File: config.mk
export PLATFORM = sky130hd
export DESIGN_NAME = markup_tag_lexer_unit
export DESIGN_NICKNAME = d
export VERILOG_FILES = /design/src/hw/rtl/mtl_pkg.sv /design/src/hw/rtl/mtl_front.sv /design/src/hw/rtl/mtl_queue.sv /design/src/hw/rtl/mtl_back.sv /design/src/hw/rtl/markup_tag_lexer_unit.sv
export SDC_FILE = /design/constraint.sdc
export NUM_CORES = 1
export LEC_CHECK = 0
export BUFFER_PORTS_ARGS = -buffer_cell sky130_fd_sc_hd__buf_4
export CAP_MARGIN = 20
export CORE_ASPECT_RATIO = 1.25
export CORE_MARGIN = 1.5
export CORE_UTILIZATION = 45
export DETAILED_ROUTE_END_ITERATION = 8
export GPL_TIMING_DRIVEN = 0
export PLACE_DENSITY_LB_ADDON = 0.08
export SLEW_MARGIN = 20
export SYNTH_ARGS = -nofsm -noshare
export SYNTH_HDL_FRONTEND = slang
export SYNTH_SLANG_ARGS = --single-unit
export TNS_END_PERCENT = 1
File: constraint.sdc
create_clock -name i_clk -period 5.1 [get_ports i_clk]
set_input_delay 1.02 -clock i_clk [delete_from_list [all_inputs] [get_ports i_clk]]
set_output_delay 1.02 -clock i_clk [all_outputs]
set_load 0.005 [all_outputs]
File: src/hw/rtl/mtl_pkg.sv
// Shared types, character codes and token kind codes for the markup tag lexer.
package mtl_pkg;

    localparam int MAX_TAIL_NESTING  = 16;
    localparam int MAX_COMMENT_DEPTH = 255;
    localparam int QUEUE_DEPTH       = 4;

    localparam int TAIL_W  = $clog2(MAX_TAIL_NESTING + 1);
    localparam int DEPTH_W = $clog2(MAX_COMMENT_DEPTH + 1);
    localparam int QPTR_W  = (QUEUE_DEPTH > 1) ? $clog2(QUEUE_DEPTH) : 1;
    localparam int QCNT_W  = $clog2(QUEUE_DEPTH + 1);

    localparam logic [7:0] CH_BACKTICK = 8'h60;
    localparam logic [7:0] CH_SLASH    = 8'h2F;
    localparam logic [7:0] CH_STAR     = 8'h2A;
    localparam logic [7:0] CH_LF       = 8'h0A;
    localparam logic [7:0] CH_UNDER    = 8'h5F;
    localparam logic [7:0] CH_EQ       = 8'h3D;
    localparam logic [7:0] CH_SEMI     = 8'h3B;
    localparam logic [7:0] CH_COMMA    = 8'h2C;
    localparam logic [7:0] CH_LBRACE   = 8'h7B;
    localparam logic [7:0] CH_RBRACE   = 8'h7D;
    localparam logic [7:0] CH_DQUOTE   = 8'h22;
    localparam logic [7:0] CH_SQUOTE   = 8'h27;
    localparam logic [7:0] CH_NUL      = 8'h00;

    localparam logic [3:0] K_CONTENT  = 4'd0;
    localparam logic [3:0] K_DELIM    = 4'd1;
    localparam logic [3:0] K_BACKTICK = 4'd2;
    localparam logic [3:0] K_IDENT    = 4'd3;
    localparam logic [3:0] K_SPACE    = 4'd4;
    localparam logic [3:0] K_LCOMMENT = 4'd5;
    localparam logic [3:0] K_BCOMMENT = 4'd6;
    localparam logic [3:0] K_DQUOTE   = 4'd7;
    localparam logic [3:0] K_SQUOTE   = 4'd8;
    localparam logic [3:0] K_EQ       = 4'd9;
    localparam logic [3:0] K_SEMI     = 4'd10;
    localparam logic [3:0] K_COMMA    = 4'd11;
    localparam logic [3:0] K_LBRACE   = 4'd12;
    localparam logic [3:0] K_RBRACE   = 4'd13;
    localparam logic [3:0] K_UNKNOWN  = 4'd14;
    localparam logic [3:0] K_EOF      = 4'd15;

    typedef logic [TAIL_W-1:0]  t_tail;
    typedef logic [DEPTH_W-1:0] t_depth;

    typedef enum logic [2:0] {
        MODE_BODY = 3'b001,
        MODE_HEAD = 3'b010,
        MODE_TAIL = 3'b100
    } t_mode;

    typedef enum logic [2:0] {
        CK_NONE  = 3'b001,
        CK_LINE  = 3'b010,
        CK_BLOCK = 3'b100
    } t_ckind;

    // One accepted transaction, expanded into up to three results by the back end.
    typedef struct packed {
        logic [7:0] byte_a;
        logic [7:0] byte_b;
        logic       do_first;
        logic       do_second;
        logic       do_eof;
    } t_job;

    typedef struct packed {
        logic [7:0]  out_byte;
        logic [3:0]  kind;
        logic        start;
        logic [23:0] line_no;
        logic [15:0] col_no;
        logic        err;
        logic        last;
    } t_result;

endpackage

File: src/hw/rtl/mtl_front.sv
// Front end: accepts transactions, keeps the one-byte hold and builds jobs.
module mtl_front (
    input  logic          i_clk,
    input  logic          i_rst_n,
    input  logic          i_valid,
    input  logic [7:0]    i_byte,
    input  logic          i_byte_valid,
    input  logic          i_end,
    input  logic          i_full,
    output logic          o_ready,
    output logic          o_push,
    output mtl_pkg::t_job o_job
);
    import mtl_pkg::*;

    logic [7:0] r_held_byte;
    logic       r_held_valid;
    logic       accept;

    assign o_ready = !i_full;
    assign accept  = i_valid && o_ready;

    always_comb begin
        o_job.byte_a    = r_held_byte;
        o_job.byte_b    = i_byte_valid ? i_byte : r_held_byte;
        o_job.do_first  = r_held_valid && i_byte_valid;
        o_job.do_second = i_end && (i_byte_valid || r_held_valid);
        o_job.do_eof    = i_end;
        o_push = accept && (o_job.do_first || o_job.do_second || o_job.do_eof);
    end

    always_ff @(posedge i_clk) begin
        if (!i_rst_n) begin
            r_held_byte  <= '0;
            r_held_valid <= 1'b0;
        end else if (accept) begin
            if (i_end) begin
                r_held_byte  <= '0;
                r_held_valid <= 1'b0;
            end else if (i_byte_valid) begin
                r_held_byte  <= i_byte;
                r_held_valid <= 1'b1;
            end
        end
    end

endmodule

File: src/hw/rtl/mtl_queue.sv
// Short job queue between the front end and the back end.
module mtl_queue (
    input  logic          i_clk,
    input  logic          i_rst_n,
    input  logic          i_push,
    input  mtl_pkg::t_job i_job,
    input  logic          i_pop,
    output logic          o_full,
    output logic          o_empty,
    output mtl_pkg::t_job o_head
);
    import mtl_pkg::*;

    t_job              r_mem [QUEUE_DEPTH];
    logic [QPTR_W-1:0] r_wr_ptr;
    logic [QPTR_W-1:0] r_rd_ptr;
    logic [QCNT_W-1:0] r_count;
    logic              do_push;
    logic              do_pop;

    assign o_full  = (r_count == QCNT_W'(QUEUE_DEPTH));
    assign o_empty = (r_count == '0);
    assign o_head  = r_mem[r_rd_ptr];
    assign do_push = i_push && !o_full;
    assign do_pop  = i_pop && !o_empty;

    always_ff @(posedge i_clk) begin
        if (do_push) begin
            r_mem[r_wr_ptr] <= i_job;
        end
    end

    always_ff @(posedge i_clk) begin
        if (!i_rst_n) begin
            r_wr_ptr <= '0;
            r_rd_ptr <= '0;
            r_count  <= '0;
        end else begin
            if (do_push) begin
                r_wr_ptr <= (r_wr_ptr == QPTR_W'(QUEUE_DEPTH - 1)) ? '0 : r_wr_ptr + 1'b1;
            end
            if (do_pop) begin
                r_rd_ptr <= (r_rd_ptr == QPTR_W'(QUEUE_DEPTH - 1)) ? '0 : r_rd_ptr + 1'b1;
            end
            if (do_push && !do_pop) begin
                r_count <= r_count + 1'b1;
            end else if (do_pop && !do_push) begin
                r_count <= r_count - 1'b1;
            end
        end
    end

endmodule

File: src/hw/rtl/mtl_back.sv
// Back end: labels bytes in order, tracks lexer modes and drives the output register.
module mtl_back (
    input  logic             i_clk,
    input  logic             i_rst_n,
    input  logic             i_empty,
    input  mtl_pkg::t_job    i_head,
    output logic             o_pop,
    output logic             o_valid,
    input  logic             i_ready,
    output mtl_pkg::t_result o_result
);
    import mtl_pkg::*;

    t_mode       r_mode,    n_mode;
    t_ckind      r_ckind,   n_ckind;
    t_tail       r_tail,    n_tail;
    t_depth      r_depth,   n_depth;
    logic [3:0]  r_run,     n_run;
    logic        r_pair,    n_pair;
    logic [23:0] r_line,    n_line;
    logic [15:0] r_col,     n_col;
    logic [2:0]  r_done;
    logic        r_out_valid;
    t_result     r_out;

    logic [2:0]  pend;
    logic [2:0]  sel;
    logic        fire;
    logic        is_last;
    logic [7:0]  c;
    logic [7:0]  la;
    logic        la_valid;
    logic [3:0]  kind;
    logic        st;
    logic        err;
    logic        alpha;
    logic        digit;
    logic        space;
    t_depth      dec_depth;

    assign pend    = {i_head.do_eof, i_head.do_second, i_head.do_first} & ~r_done;
    assign sel     = pend[0] ? 3'b001 : (pend[1] ? 3'b010 : (pend[2] ? 3'b100 : 3'b000));
    assign is_last = ((pend & ~sel) == 3'b000);
    assign fire    = !i_empty && (!r_out_valid || i_ready);
    assign o_pop   = fire && is_last;
    assign o_valid  = r_out_valid;
    assign o_result = r_out;

    assign c        = sel[0] ? i_head.byte_a : (sel[1] ? i_head.byte_b : 8'h00);
    assign la       = i_head.byte_b;
    assign la_valid = sel[0];
    assign alpha    = (c inside {[8'h61:8'h7A], [8'h41:8'h5A]});
    assign digit    = (c inside {[8'h30:8'h39]});
    assign space    = (c inside {8'h20, [8'h09:8'h0D]});
    assign dec_depth = (r_depth != '0) ? r_depth - 1'b1 : r_depth;

    always_comb begin
        n_mode  = r_mode;
        n_ckind = r_ckind;
        n_tail  = r_tail;
        n_depth = r_depth;
        n_pair  = r_pair;
        n_line  = r_line;
        n_col   = r_col;
        kind    = K_CONTENT;
        st      = 1'b1;
        err     = 1'b0;
        if (r_pair) begin
            n_pair = 1'b0;
            st     = 1'b0;
            kind   = r_run;
        end else if (r_ckind == CK_LINE) begin
            st   = 1'b0;
            kind = K_LCOMMENT;
            if (c == CH_LF) begin
                n_ckind = CK_NONE;
            end
        end else if (r_ckind == CK_BLOCK) begin
            st   = 1'b0;
            kind = K_BCOMMENT;
            if (c == CH_SLASH && la_valid && la == CH_STAR) begin
                if (r_depth < t_depth'(MAX_COMMENT_DEPTH)) begin
                    n_depth = r_depth + 1'b1;
                end else begin
                    err = 1'b1;
                end
                n_pair = 1'b1;
            end else if (c == CH_STAR && la_valid && la == CH_SLASH) begin
                n_depth = dec_depth;
                if (dec_depth == '0) begin
                    n_ckind = CK_NONE;
                end
                n_pair = 1'b1;
            end
        end else if (c == CH_SLASH && la_valid && la == CH_SLASH) begin
            n_ckind = CK_LINE;
            n_pair  = 1'b1;
            kind    = K_LCOMMENT;
        end else if (c == CH_SLASH && la_valid && la == CH_STAR) begin
            n_ckind = CK_BLOCK;
            n_depth = t_depth'(1);
            n_pair  = 1'b1;
            kind    = K_BCOMMENT;
        end else if (r_mode == MODE_HEAD) begin
            if (space) begin
                kind = K_SPACE;
                st   = (r_run != K_SPACE);
            end else if (r_run == K_IDENT && (alpha || digit || c == CH_UNDER)) begin
                kind = K_IDENT;
                st   = 1'b0;
            end else if (alpha || c == CH_UNDER) begin
                kind = K_IDENT;
            end else if (c == CH_BACKTICK) begin
                kind   = K_BACKTICK;
                n_mode = MODE_TAIL;
            end else begin
                case (c)
                    CH_DQUOTE: kind = K_DQUOTE;
                    CH_SQUOTE: kind = K_SQUOTE;
                    CH_EQ:     kind = K_EQ;
                    CH_SEMI:   kind = K_SEMI;
                    CH_COMMA:  kind = K_COMMA;
                    CH_LBRACE: kind = K_LBRACE;
                    CH_RBRACE: kind = K_RBRACE;
                    default: begin
                        kind = K_UNKNOWN;
                        err  = 1'b1;
                    end
                endcase
            end
        end else if (r_mode == MODE_TAIL && c == CH_BACKTICK) begin
            if (la_valid && la == CH_BACKTICK) begin
                if (r_tail < t_tail'(MAX_TAIL_NESTING)) begin
                    n_tail = r_tail + 1'b1;
                end else begin
                    err = 1'b1;
                end
                n_mode = MODE_HEAD;
                n_pair = 1'b1;
                kind   = K_DELIM;
            end else begin
                if (r_tail == '0) begin
                    n_mode = MODE_BODY;
                end else begin
                    n_tail = r_tail - 1'b1;
                end
                kind = K_BACKTICK;
            end
        end else if (r_mode != MODE_TAIL && c == CH_BACKTICK) begin
            if (la_valid && la == CH_BACKTICK) begin
                n_mode = MODE_HEAD;
                n_pair = 1'b1;
                kind   = K_DELIM;
            end else begin
                kind = K_UNKNOWN;
                err  = 1'b1;
            end
        end else if (c == CH_NUL) begin
            kind = K_UNKNOWN;
            err  = 1'b1;
        end else begin
            kind = K_CONTENT;
            st   = (r_run != K_CONTENT);
        end
        n_run = kind;
        if (c == CH_LF) begin
            if (r_line != '1) begin
                n_line = r_line + 1'b1;
            end
            n_col = '0;
        end else if (r_col != '1) begin
            n_col = r_col + 1'b1;
        end
        // End of text: emit eof at the current position, then return to reset values.
        if (sel[2]) begin
            kind    = K_EOF;
            st      = 1'b1;
            err     = 1'b0;
            n_mode  = MODE_BODY;
            n_ckind = CK_NONE;
            n_tail  = '0;
            n_depth = '0;
            n_run   = K_EOF;
            n_pair  = 1'b0;
            n_line  = 24'd1;
            n_col   = '0;
        end
    end

    always_ff @(posedge i_clk) begin
        if (fire) begin
            r_out.out_byte <= c;
            r_out.kind     <= kind;
            r_out.start    <= st;
            r_out.line_no  <= r_line;
            r_out.col_no   <= r_col;
            r_out.err      <= err;
            r_out.last     <= is_last;
        end
    end

    always_ff @(posedge i_clk) begin
        if (!i_rst_n) begin
            r_mode      <= MODE_BODY;
            r_ckind     <= CK_NONE;
            r_tail      <= '0;
            r_depth     <= '0;
            r_run       <= K_EOF;
            r_pair      <= 1'b0;
            r_line      <= 24'd1;
            r_col       <= '0;
            r_done      <= '0;
            r_out_valid <= 1'b0;
        end else begin
            if (fire) begin
                r_mode  <= n_mode;
                r_ckind <= n_ckind;
                r_tail  <= n_tail;
                r_depth <= n_depth;
                r_run   <= n_run;
                r_pair  <= n_pair;
                r_line  <= n_line;
                r_col   <= n_col;
                r_done  <= is_last ? 3'b000 : (r_done | sel);
                r_out_valid <= 1'b1;
            end else if (i_ready) begin
                r_out_valid <= 1'b0;
            end
        end
    end

endmodule

File: src/hw/rtl/markup_tag_lexer_unit.sv
// Top level of the markup tag lexer: front end, job queue and back end.
//
// Slave channel: one byte per transaction. tdata carries the byte, tuser[0]
// says whether the byte is present, tlast ends the text. Each byte is held
// until the next one arrives, which serves as its one-byte lookahead.
// Master channel: one labelled byte per transaction, with kind, token start,
// line, column and error; tlast marks the final result of an input transaction.
// An end-of-text transaction flushes the held byte and adds an eof result,
// then all lexer state returns to its reset values.
// With an idle back end, the first result of an input transaction passes
// through the queue write and then the output register before it is valid
// on the master side.
// Throughput: one result per cycle while the receiver is ready; an input
// yields 0 to 3 results, which leave the back end one after another. The
// queue takes one transaction per cycle while it has room, so the front end
// keeps accepting while the receiver stalls, until four jobs are waiting.
// Reset (synchronous, active low) empties the queue, clears the hold and
// puts the lexer in body mode at line 1, column 0.
module markup_tag_lexer_unit (
    input  logic        i_clk,
    input  logic        i_rst_n,
    input  logic        s_axis_tvalid,
    output logic        s_axis_tready,
    input  logic [7:0]  s_axis_tdata,   // [7:0] in_byte
    input  logic [0:0]  s_axis_tuser,   // [0] byte_valid
    input  logic        s_axis_tlast,
    output logic        m_axis_tvalid,
    input  logic        m_axis_tready,
    output logic [47:0] m_axis_tdata,   // [7:0] out_byte, [31:8] line_no, [47:32] col_no
    output logic [5:0]  m_axis_tuser,   // [3:0] token_kind, [4] token_start, [5] error_flag
    output logic        m_axis_tlast
);
    import mtl_pkg::*;

    t_job    push_job;
    t_job    head_job;
    t_result result;
    logic    push;
    logic    pop;
    logic    full;
    logic    empty;

    mtl_front u_front (
        .i_clk        (i_clk),
        .i_rst_n      (i_rst_n),
        .i_valid      (s_axis_tvalid),
        .i_byte       (s_axis_tdata),
        .i_byte_valid (s_axis_tuser[0]),
        .i_end        (s_axis_tlast),
        .i_full       (full),
        .o_ready      (s_axis_tready),
        .o_push       (push),
        .o_job        (push_job)
    );

    mtl_queue u_queue (
        .i_clk   (i_clk),
        .i_rst_n (i_rst_n),
        .i_push  (push),
        .i_job   (push_job),
        .i_pop   (pop),
        .o_full  (full),
        .o_empty (empty),
        .o_head  (head_job)
    );

    mtl_back u_back (
        .i_clk    (i_clk),
        .i_rst_n  (i_rst_n),
        .i_empty  (empty),
        .i_head   (head_job),
        .o_pop    (pop),
        .o_valid  (m_axis_tvalid),
        .i_ready  (m_axis_tready),
        .o_result (result)
    );

    assign m_axis_tdata = {result.col_no, result.line_no, result.out_byte};
    assign m_axis_tuser = {result.err, result.start, result.kind};
    assign m_axis_tlast = result.last;

endmodule
## Word level (Yosys, flattened, before mapping)

Memories as Yosys holds them, arrays and structs flattened. A register that Yosys moved wholly into a read port is not among the register bits.
Cells that the tools add are included.

| operators by class | value |
|---|---|
| $add $sub $neg | 10 |
| $lt $le $gt $ge | 10 |
| equal/unequal tests | 46 |
| muxes and demuxes | 130 |
| bitwise operators | 5 |
| reductions and logical operators | 66 |

Operator list:

| kind | number |
|---|---|
| $mux 8 | 14 |
| $mux 3 | 32 |
| $eq 8x6->1 const B | 10 |
| $mux 24 | 3 |
| $mux 4 | 15 |
| $mux 5 | 11 |
| $mux 16 | 3 |
| $mux 1 | 46 |
| $eq 8x7->1 const B | 5 |
| $pmux 4 s7 | 1 |
| $add 24x1->24 const B | 1 |
| $ne 24x24->1 const B | 1 |
| $logic_and 1x1->1 | 23 |
| $ne 3x2->1 const B | 6 |
| $add 16x1->16 const B | 1 |
| $ge 8x7->1 const B | 2 |
| $le 8x7->1 const B | 2 |
| $logic_not 8->1 | 2 |
| $ne 16x16->1 const B | 1 |
| $reduce_bool 2->1 | 8 |
| $reduce_bool 4->1 | 4 |
| $reduce_and 7->1 | 2 |
| $reduce_and 13->1 | 1 |
| $ne 4x2->1 const B | 3 |
| other kinds (39) | 70 |

| word-level totals | value |
|---|---|
| flip-flop bits (word level) | 139 |
| RAM bits | 76 |
| bits of input ports | 14 |
| output and inout port bits | 57 |
| word-level logic and storage cells | 290 |
| memories | 1 |

Memory list:

| memory | words | bits a word | read ports | clocked after memory_dff | write ports | RTL line | RTL |
|---|---|---|---|---|---|---|---|
| u_queue.r_mem | 4 | 19 | 1 | 1 | 1 | mtl_queue.sv:14 | `t_job r_mem [QUEUE_DEPTH];` |

## Depth between registers and ports, before layout

Gate-level depths: netlist of the first run.

| logic depth | value |
|---|---|
| depth after elaboration | 22 |
| depth in mapped cells | 14 |
| depth with buffers taken out | 11 |

## Hierarchy

From an unflattened synthesis of the first run, not the netlist that was laid out.

| second synthesis, totals | value |
|---|---|
| cell total of the unflattened synthesis | 908 |
| area, all modules | 10,382.5 sq um |

Modules (own cells, without submodules):

| module | times used | cells each | area an instance (sq um) | sequential area each (sq um) |
|---|---|---|---|---|
| mtl_back | 1 | 717 | 6,626.4 | 3,012.9 |
| mtl_queue | 1 | 150 | 3,265.6 | 2,462.4 |
| mtl_front | 1 | 41 | 490.5 | 180.2 |

## Worst setup path after synthesis of the first run

No wires, ideal clock.

| timing path | value |
|---|---|
| path type | input to register |
| start point | input port m_axis_tready |
| end point | register u_queue.r_count[2] |
| setup time | 71 ps |
| arrival | 4,540 ps |
| required time | 5,029 ps |
| setup slack | 490 ps |
| stages | 11 |
| buffers on the path | 1 |
| cell sequence | inv_1 a21o_1 inv_1 clkbuf_1 nand2_1 ha_1 inv_1 fa_1 xor2_1 or3_1 a21oi_1 |

| on the way | value |
|---|---|
| cells in the longest elaborated chain, start to end | 7 |
| elaborated cells between the ends (all ways) | 9 |
| classes of those cells | mux: 1; reduce/logical: 8 |

RTL lines:

| item | RTL line | RTL |
|---|---|---|
| start: declaration | markup_tag_lexer_unit.sv:28 | `input logic m_axis_tready,` |
| $logic_or 1x1->1 (*) | mtl_back.sv:44 | `assign fire = !i_empty && (!r_out_valid \|\| i_ready);` |
| $logic_and 1x1->1 (*) | mtl_back.sv:44 |  |
| net u_back.fire | mtl_back.sv:28 | `logic fire;` |
| $logic_and 1x1->1 (*) | mtl_back.sv:45 | `assign o_pop = fire && is_last;` |
| $logic_and 1x1->1 (*) | mtl_queue.sv:25 | `assign do_pop = i_pop && !o_empty;` |
| $logic_not 1->1 | mtl_queue.sv:45 | `if (do_push && !do_pop) begin` |
| $logic_and 1x1->1 | mtl_queue.sv:45 |  |
| $mux 3 / $reduce_bool 2->1 (equally long branches) | - |  |
| end signal: assignment | mtl_queue.sv:46 | `r_count <= r_count + 1'b1;` |
| end signal: assignment | mtl_queue.sv:48 | `r_count <= r_count - 1'b1;` |
| end: declaration | mtl_queue.sv:17 | `logic [QCNT_W-1:0] r_count;` |

Mark *: on every way through the listed nets, which the timed path passes. The rest lies on a longest branch.
A chain may end at the register's enable or synchronous reset.

==> impl_metrics.ini, run 1 <==
[global_route]
grt_antenna_before_repair = 0
gr-usage-all-layers_pct = 20.5
grt_max_degree = 48
grt_overflow = 0
grt_pass1_wl_um = 38000
grt_pass1_vias = 7301

[synthesis]
synth-async-reset-ratio_pct = 0
synth_edf_count = 131
synth.distinct_cells = 89
yosysTopAreaCell = edfxtp_1
yosysSeqAreaShare_pct = 55.2
yosys-top-cells-area = edfxtp_1 38%, dfxtp_1 17%, nor2_1 3.7%, mux4_1 3.1%, nand2_1 3.0%
avgSynthCellArea_um2 = 11.1
netlist_area_um2 = 10200
synth_most_common_cell = edfxtp_1
yosysWarnings = 0
yosys-top-cells-count = 131 x edfxtp_1, 100 x nor2_1, 86 x dfxtp_1
synth_top_flop_cell = edfxtp_1
syn_nets = 956
synth_top_area_share_pct = 38.4
synth_cells = 925
ys_ff_latch = 217

[sta]
slew_viol_final = 0
fmaxAchievable_ghz = 0.234
post-route-period-util_pct = 83.7
grt_setup_unrepaired = no
slew_headroom_pct = 27.7
tightest_slew_ns = 1.08
fin_skew_ns = 0.00825
finalHoldViolCount = 0
setup_violations = 0
fin_crit_ns = 4.27

[worst_setup_path]
timing.rr.end = u_back.r_line[21]$_SDFFE_PN0P_
reg2reg_depth = 11
cp_max_fo = 10
crit_slowest_cell = nor3_1
cpPeakStageDelay_ns = 0.74
reg2reg_slack_ns = 0.83
startpoint_type = flop
cp-end-kind = flop
crit_family = simple AND/OR/NAND/NOR gates
path_cells = buf_6, mux2_2, o2bb2ai_1, clkbuf_1, clkbuf_1, nor3_1, nand2_1, a21oi_4, and3_1, a21oi_1, a31o_2
arrival_ns = 4.66
crit_top_cell = clkbuf_1
crit_type = flop to flop
cp.required_ns = 5.50
cp_num_buf_inv = 3

[power_and_ir_drop]
p_per_area_nw_per_um2 = 540
p_leak_nw = 4.36
ir_drop_v = 0.000312

[detailed_routing]
wire_per_inst_um = 17.9
first_pass_iters = 5
vias = 7504
finalWirelength_um = 23600
routed_via_density = 5.69
ant_nets = 0
drc_errors = 0
drt_iter0_markers = 457

[clock_network]
cts_buffers = 23
ctsResizeCount = 0
cts.sinks = 217
htreeDepth = 1
path_clk_slew_ns = 0.06
hold_buffers = 0
clock_latency_ns = 0.51
cts_tree = yes
clk_path_buf_depth = 3
ctsRootBufferMaster = clkbuf_16
post_cts_buffers = 0

[placed_design]
gp_congestion = 0.889
dp_hpwl_um = 16900
post-place-cells = 1278
io_buffer_count = 69

[die]
num_rows = 61
initial_core_util_pct = 46.0
num_io_pins = 71
die_width_um = 138
core_um2 = 22300
die_area_um2 = 23700
die_y_um = 172

[worst_hold_path]
whs_path_depth = 2
min-delay-start = u_back.o_valid$_SDFFE_PN0P_
min_path_type = flop to flop
worstHoldEndpoint = u_back.o_valid$_SDFFE_PN0P_

[run]
cap_violations = 0

[layout]
nets = 1051
fillers = 1997
final_core_util_pct = 53.7
instances_no_fill = 1319
drive_above_1_share_pct = 15.6
antenna_cells = 0
area_growth_syn_to_layout_pct = 16.8

[status]
status = complete, no violations
## sequential cells by signal, summed over array words and instances, names as in the netlist, named ones only
name and flops:
u_back.o_valid 1, u_back.r_tail 5, u_back.o_result 55, u_front.r_held_byte 8, u_front.r_held_valid 1, u_queue.r_count 3, u_back.r_run 4, u_back.r_mode 3
u_back.r_ckind 3, u_queue.r_wr_ptr 2, u_back.r_depth 8, u_queue.r_mem 76, u_queue.r_rd_ptr 2, u_back.r_done 3, u_back.r_col 16, u_back.r_line 24
u_back.r_pair 1
## layout make-up
class	instances	area [um2]	share of cell area, %
multi-input cells	636	4280	35.8
inverters	34	129	1.08
clock buffers	30	674	5.64
well taps	283	354	2.96
plain buffers	38	179	1.50
flip-flops and latches	217	5660	47.3
repair buffers	70	546	4.56
clock inverters	11	144	1.20
## routing by layer
layer  up-vias  share of wire, %  wire [um]  track usage [%]
met2       196                50      11800             36.4
met1      3567                42       9890             24.7
met4         0               3.6        860             8.38
met5         -                 0          0                0
li1       3676                 -          -                -
met3        65               4.7       1110             2.83
## worst register-to-register path, cell delays in order, from the launching register on
cell	delay, ns
dfxtp_1	0.41
buf_6	0.20
mux2_2	0.38
o2bb2ai_1	0.27
clkbuf_1	0.32
clkbuf_1	0.31
nor3_1	0.74
nand2_1	0.52
a21oi_4	0.44
and3_1	0.27
a21oi_1	0.09
a31o_2	0.21
## power breakdown
part / leakage, nW / switching (mW) / total (mW) / internal (mW)
registers: 1.94 / 0.159 / 2.45 / 2.29
clock network: 0.391 / 0.682 / 1.77 / 1.09
logic: 2.03 / 1.36 / 2.23 / 0.870
total: 4.36 / 2.21 / 6.46 / 4.25
## cell usage in the layout (no fill, tap or decap), types with 21 or more instances in the layout
| cell type | instances |
|---|---|
| nand4_1 | 21 |
| buf_4 | 70 |
| o21ai_0 | 44 |
| xor2_1 | 25 |
| clkbuf_16 | 25 |
| nor2_1 | 100 |
| clkbuf_1 | 26 |
| nand2_1 | 82 |
| a21oi_1 | 38 |
| dfxtp_1 | 86 |
| nor3_1 | 21 |
| edfxtp_1 | 131 |
| nand3_1 | 45 |
| inv_1 | 31 |
## per-stage QoR
step	cell area (um2)	power (mW)	setup WS, ns	hold WS [ns]	TNS [ns]
3_3_place_gp	11100	4.70	-0.859	0.454	-5.83
6_report	12000	6.46	0.834	0.472	0
4_1_cts	12000	6.51	0.888	0.476	0
2_1_floorplan	10200	3.89	0.490	0.430	0
3_5_place_dp	11100	4.72	0.945	0.461	0
5_1_grt	12000	6.85	0.638	0.488	0
## cell families (layout without fill, tap and decap cells)
| kind of cell | Yosys count | after routing | synth area share [%] |
|---|---|---|---|
| and+or+nand+nor | 362 | 362 | 17.6 |
| DFF | 217 | 217 | 55.2 |
| AOI/OAI and AO/OA | 181 | 181 | 12.4 |
| buffers and inverters | 72 | 183 | 2.97 |
| muxes | 39 | 39 | 6.46 |
| xor gates and xnor gates | 36 | 36 | 3.08 |
| adders and majority gates | 18 | 18 | 2.32 |
## how the worst max path moves through the flow
stage	cells after the start	to
3_5_place_dp	11	u_back.r_line[20]$_SDFFE_PN0P_
5_1_grt	11	u_back.r_line[20]$_SDFFE_PN0P_
3_3_place_gp	12	u_queue.r_count[2]$_SDFFE_PN0P_
6_report	11	u_back.r_line[21]$_SDFFE_PN0P_
2_1_floorplan	11	u_queue.r_count[2]$_SDFFE_PN0P_
4_1_cts	11	u_back.r_line[18]$_SDFFE_PN0P_
Note: power is estimated with default switching activity, not from simulation.
==> run 2: changes to the inputs <==
==> constraint.sdc (replaced) <==
create_clock -name i_clk -period 3.6 [get_ports i_clk]
set_input_delay 0.72 -clock i_clk [delete_from_list [all_inputs] [get_ports i_clk]]
set_output_delay 0.72 -clock i_clk [all_outputs]
set_load 0.005 [all_outputs]
==> run 2 against run 1 <==
Compared with the run above: the flow now finishes with violations (negative setup slack); clock power rose by 34%; utilization increased by 1.3 points; non-clock buffer count increased by 16; global-route usage is 0.13 points higher; critical path depth decreased by 1; final area grew 2.4%; critical path type unchanged; highest routed layer unchanged.
==> impl_metrics.ini, run 2 (synthesized netlist as in run 1, its figures left out) <==
[status]
status = finished with violations
violations = negative setup slack

[detailed_routing]
ant_nets = 0
first_pass_iters = 6
drt_iter0_markers = 508
vias = 7540
finalWirelength_um = 24000
routed_via_density = 5.64
drc_errors = 0
wire_per_inst_um = 18.0

[worst_setup_path]
reg2reg_slack_ns = -0.03
cp-end-kind = flop
crit_type = flop to flop
reg2reg_depth = 10
crit_slowest_cell = or4_4
cp.required_ns = 3.86
cpPeakStageDelay_ns = 0.59
timing.rr.end = u_back.o_result[44]$_DFFE_PP_
cp_max_fo = 9
path_cells = buf_12, buf_12, mux4_2, or4_4, or4_4, clkinv_4, o31a_1, nor3_2, a211o_1, a221o_1
startpoint_type = flop
crit_path_end = u_back.o_result[44]$_DFFE_PP_
arrival_ns = 3.89

[clock_network]
htreeDepth = 1
ctsRootBufferMaster = clkbuf_16
clk_path_buf_depth = 3
path_clk_slew_ns = 0.06
cts_buffers = 23
cts.sinks = 217
clock_latency_ns = 0.52
cts_tree = yes
hold_buffers = 0

[sta]
fin_hold_ws_ns = 0.442
slew_viol_final = 0
slew_headroom_pct = 27.3
fmaxAchievable_ghz = 0.275
layout_setup_ws_ns = -0.0348
finalHoldViolCount = 0
tightest_slew_ns = 1.09
grt_setup_unrepaired = yes
fin_crit_ns = 3.63
setup_violations = 1
fin_skew_ns = 0.0147
post-route-period-util_pct = 101

[power_and_ir_drop]
p_clk_share_pct = 25.5
p_leak_nw = 4.48
switchingPower_mw = 3.22
ir_drop_v = 0.000507
pwr-share-seq_pct = 37.3
p_comb_share_pct = 37.1
p_per_area_nw_per_um2 = 760
p_int_mw = 6.10
switching_share_pct = 34.5

[die]
num_io_pins = 71
num_rows = 61
die_width_um = 138
initial_core_util_pct = 46.0
die_area_um2 = 23700
core_um2 = 22300
die_y_um = 172

[placed_design]
gp_congestion = 0.871
io_buffer_count = 69
dp_hpwl_um = 16900

[layout]
final_common_cell = edfxtp_1
multi_input_area_um2 = 4430
nets = 1067
fillers = 1987
antenna_cells = 0
largest-register = u_queue.r_mem
largest_reg_flops = 76
seq_area_um2 = 5660
drive_above_1_share_pct = 19.8
final_core_util_pct = 55.0
area_growth_syn_to_layout_pct = 19.6
final_cell_mix = 131 x edfxtp_1, 99 x nor2_1, 85 x buf_4

[worst_hold_path]
min_path_type = input pin to flop

[global_route]
grtUsageMet2_pct = 37.5
grt.met3_usage_pct = 2.77
grtUsageMet1_pct = 24.2
grt_most_used_layer = met2
gr-usage-all-layers_pct = 20.6
grt_max_degree = 48
grt_pass1_wl_um = 38000
grt_overflow = 0
grt_antenna_before_repair = 0
grt_pass1_vias = 7213

[run]
cap_violations = 0
==> run 2: changes by cell type in the layout (fill, tap and decap cells not counted), sizes merged <==
cell      previous run  this run
inv                 31        33
buf                 82       100
clkbuf              56        52
clkinvlp             4         2
clkinv               7        10
==> run 2: worst min-delay path by stage <==
| stage | startpoint | to | slack (ns) | cells past startpoint |
|---|---|---|---|---|
| 2_1_floorplan | u_back.r_line[12]$_SDFFE_PN0P_ | u_back.o_result[30]$_DFFE_PP_ | 0.43 | 0 |
| 3_3_place_gp | u_back.r_line[12]$_SDFFE_PN0P_ | u_back.o_result[30]$_DFFE_PP_ | 0.45 | 0 |
| 3_5_place_dp | u_back.r_line[12]$_SDFFE_PN0P_ | u_back.o_result[30]$_DFFE_PP_ | 0.46 | 0 |
| 4_1_cts | s_axis_tlast | u_queue.r_mem[2][0]$_DFFE_PP_ | 0.42 | 1 |
| 5_1_grt | s_axis_tlast | u_queue.r_mem[2][0]$_DFFE_PP_ | 0.43 | 1 |
| 6_report | s_axis_tlast | u_queue.r_mem[2][0]$_DFFE_PP_ | 0.44 | 1 |
==> run 2: repair_timing <==
item,in CTS,in global routing
endpoints found under the setup margin,70,57
buffers inserted,2,15
pin swaps,3,9
resized for setup,26,31
==> run 2: cell type report <==
type / count / area share (%)
plain buffers: 37 / 1.76
well taps: 283 / 2.89
inverters: 34 / 1.08
clock buffers: 28 / 5.01
clock inverters: 14 / 1.26
repair buffers: 87 / 5.70
flip-flops and latches: 217 / 46.2
multi-input cells: 636 / 36.1
==> run 2: critical path, delay by kind of cell, from the launching register on <==
kind                   cells  cell delay [ns]
AO/OA/AOI/OAI              3             0.81
buffers and inverters      3             0.37
AND/OR/NAND/NOR            3             1.25
flip-flops                 1             0.37
multiplexers               1             0.57
==> run 2: per-stage QoR <==
stage               total power [mW]  setup WS, ns  instances  TNS, ns  area [um2]
finish                          9.32       -0.0348       1336  -0.0348       12300
global route                    9.89        -0.103       1336    -1.21       12300
CTS                             9.20       -0.0229       1321  -0.0691       12000
detailed placement              6.69        -0.543       1278   -23.48       11100
global placement                6.63        -0.650       1277   -27.64       11100
floorplan                       5.49         0.182        925        0       10200
==> run 2: power groups by stage <==
stage                     clock (mW)  combinational (mW)  sequential (mW)
final                           2.38                3.46             3.48
after global routing            2.55                3.79             3.54
after CTS                       2.45                3.26             3.48
after detailed placement           0                3.16             3.53
after global placement             0                3.08             3.55
after floorplan                    0                1.96             3.53
==> run 2: metal layers <==
layer  vias up  share of wire [%]
li1       3701                  -
met1      3599                 42
met2       185                 51
met3        55                4.1
met4         0                3.2
met5         -                  0
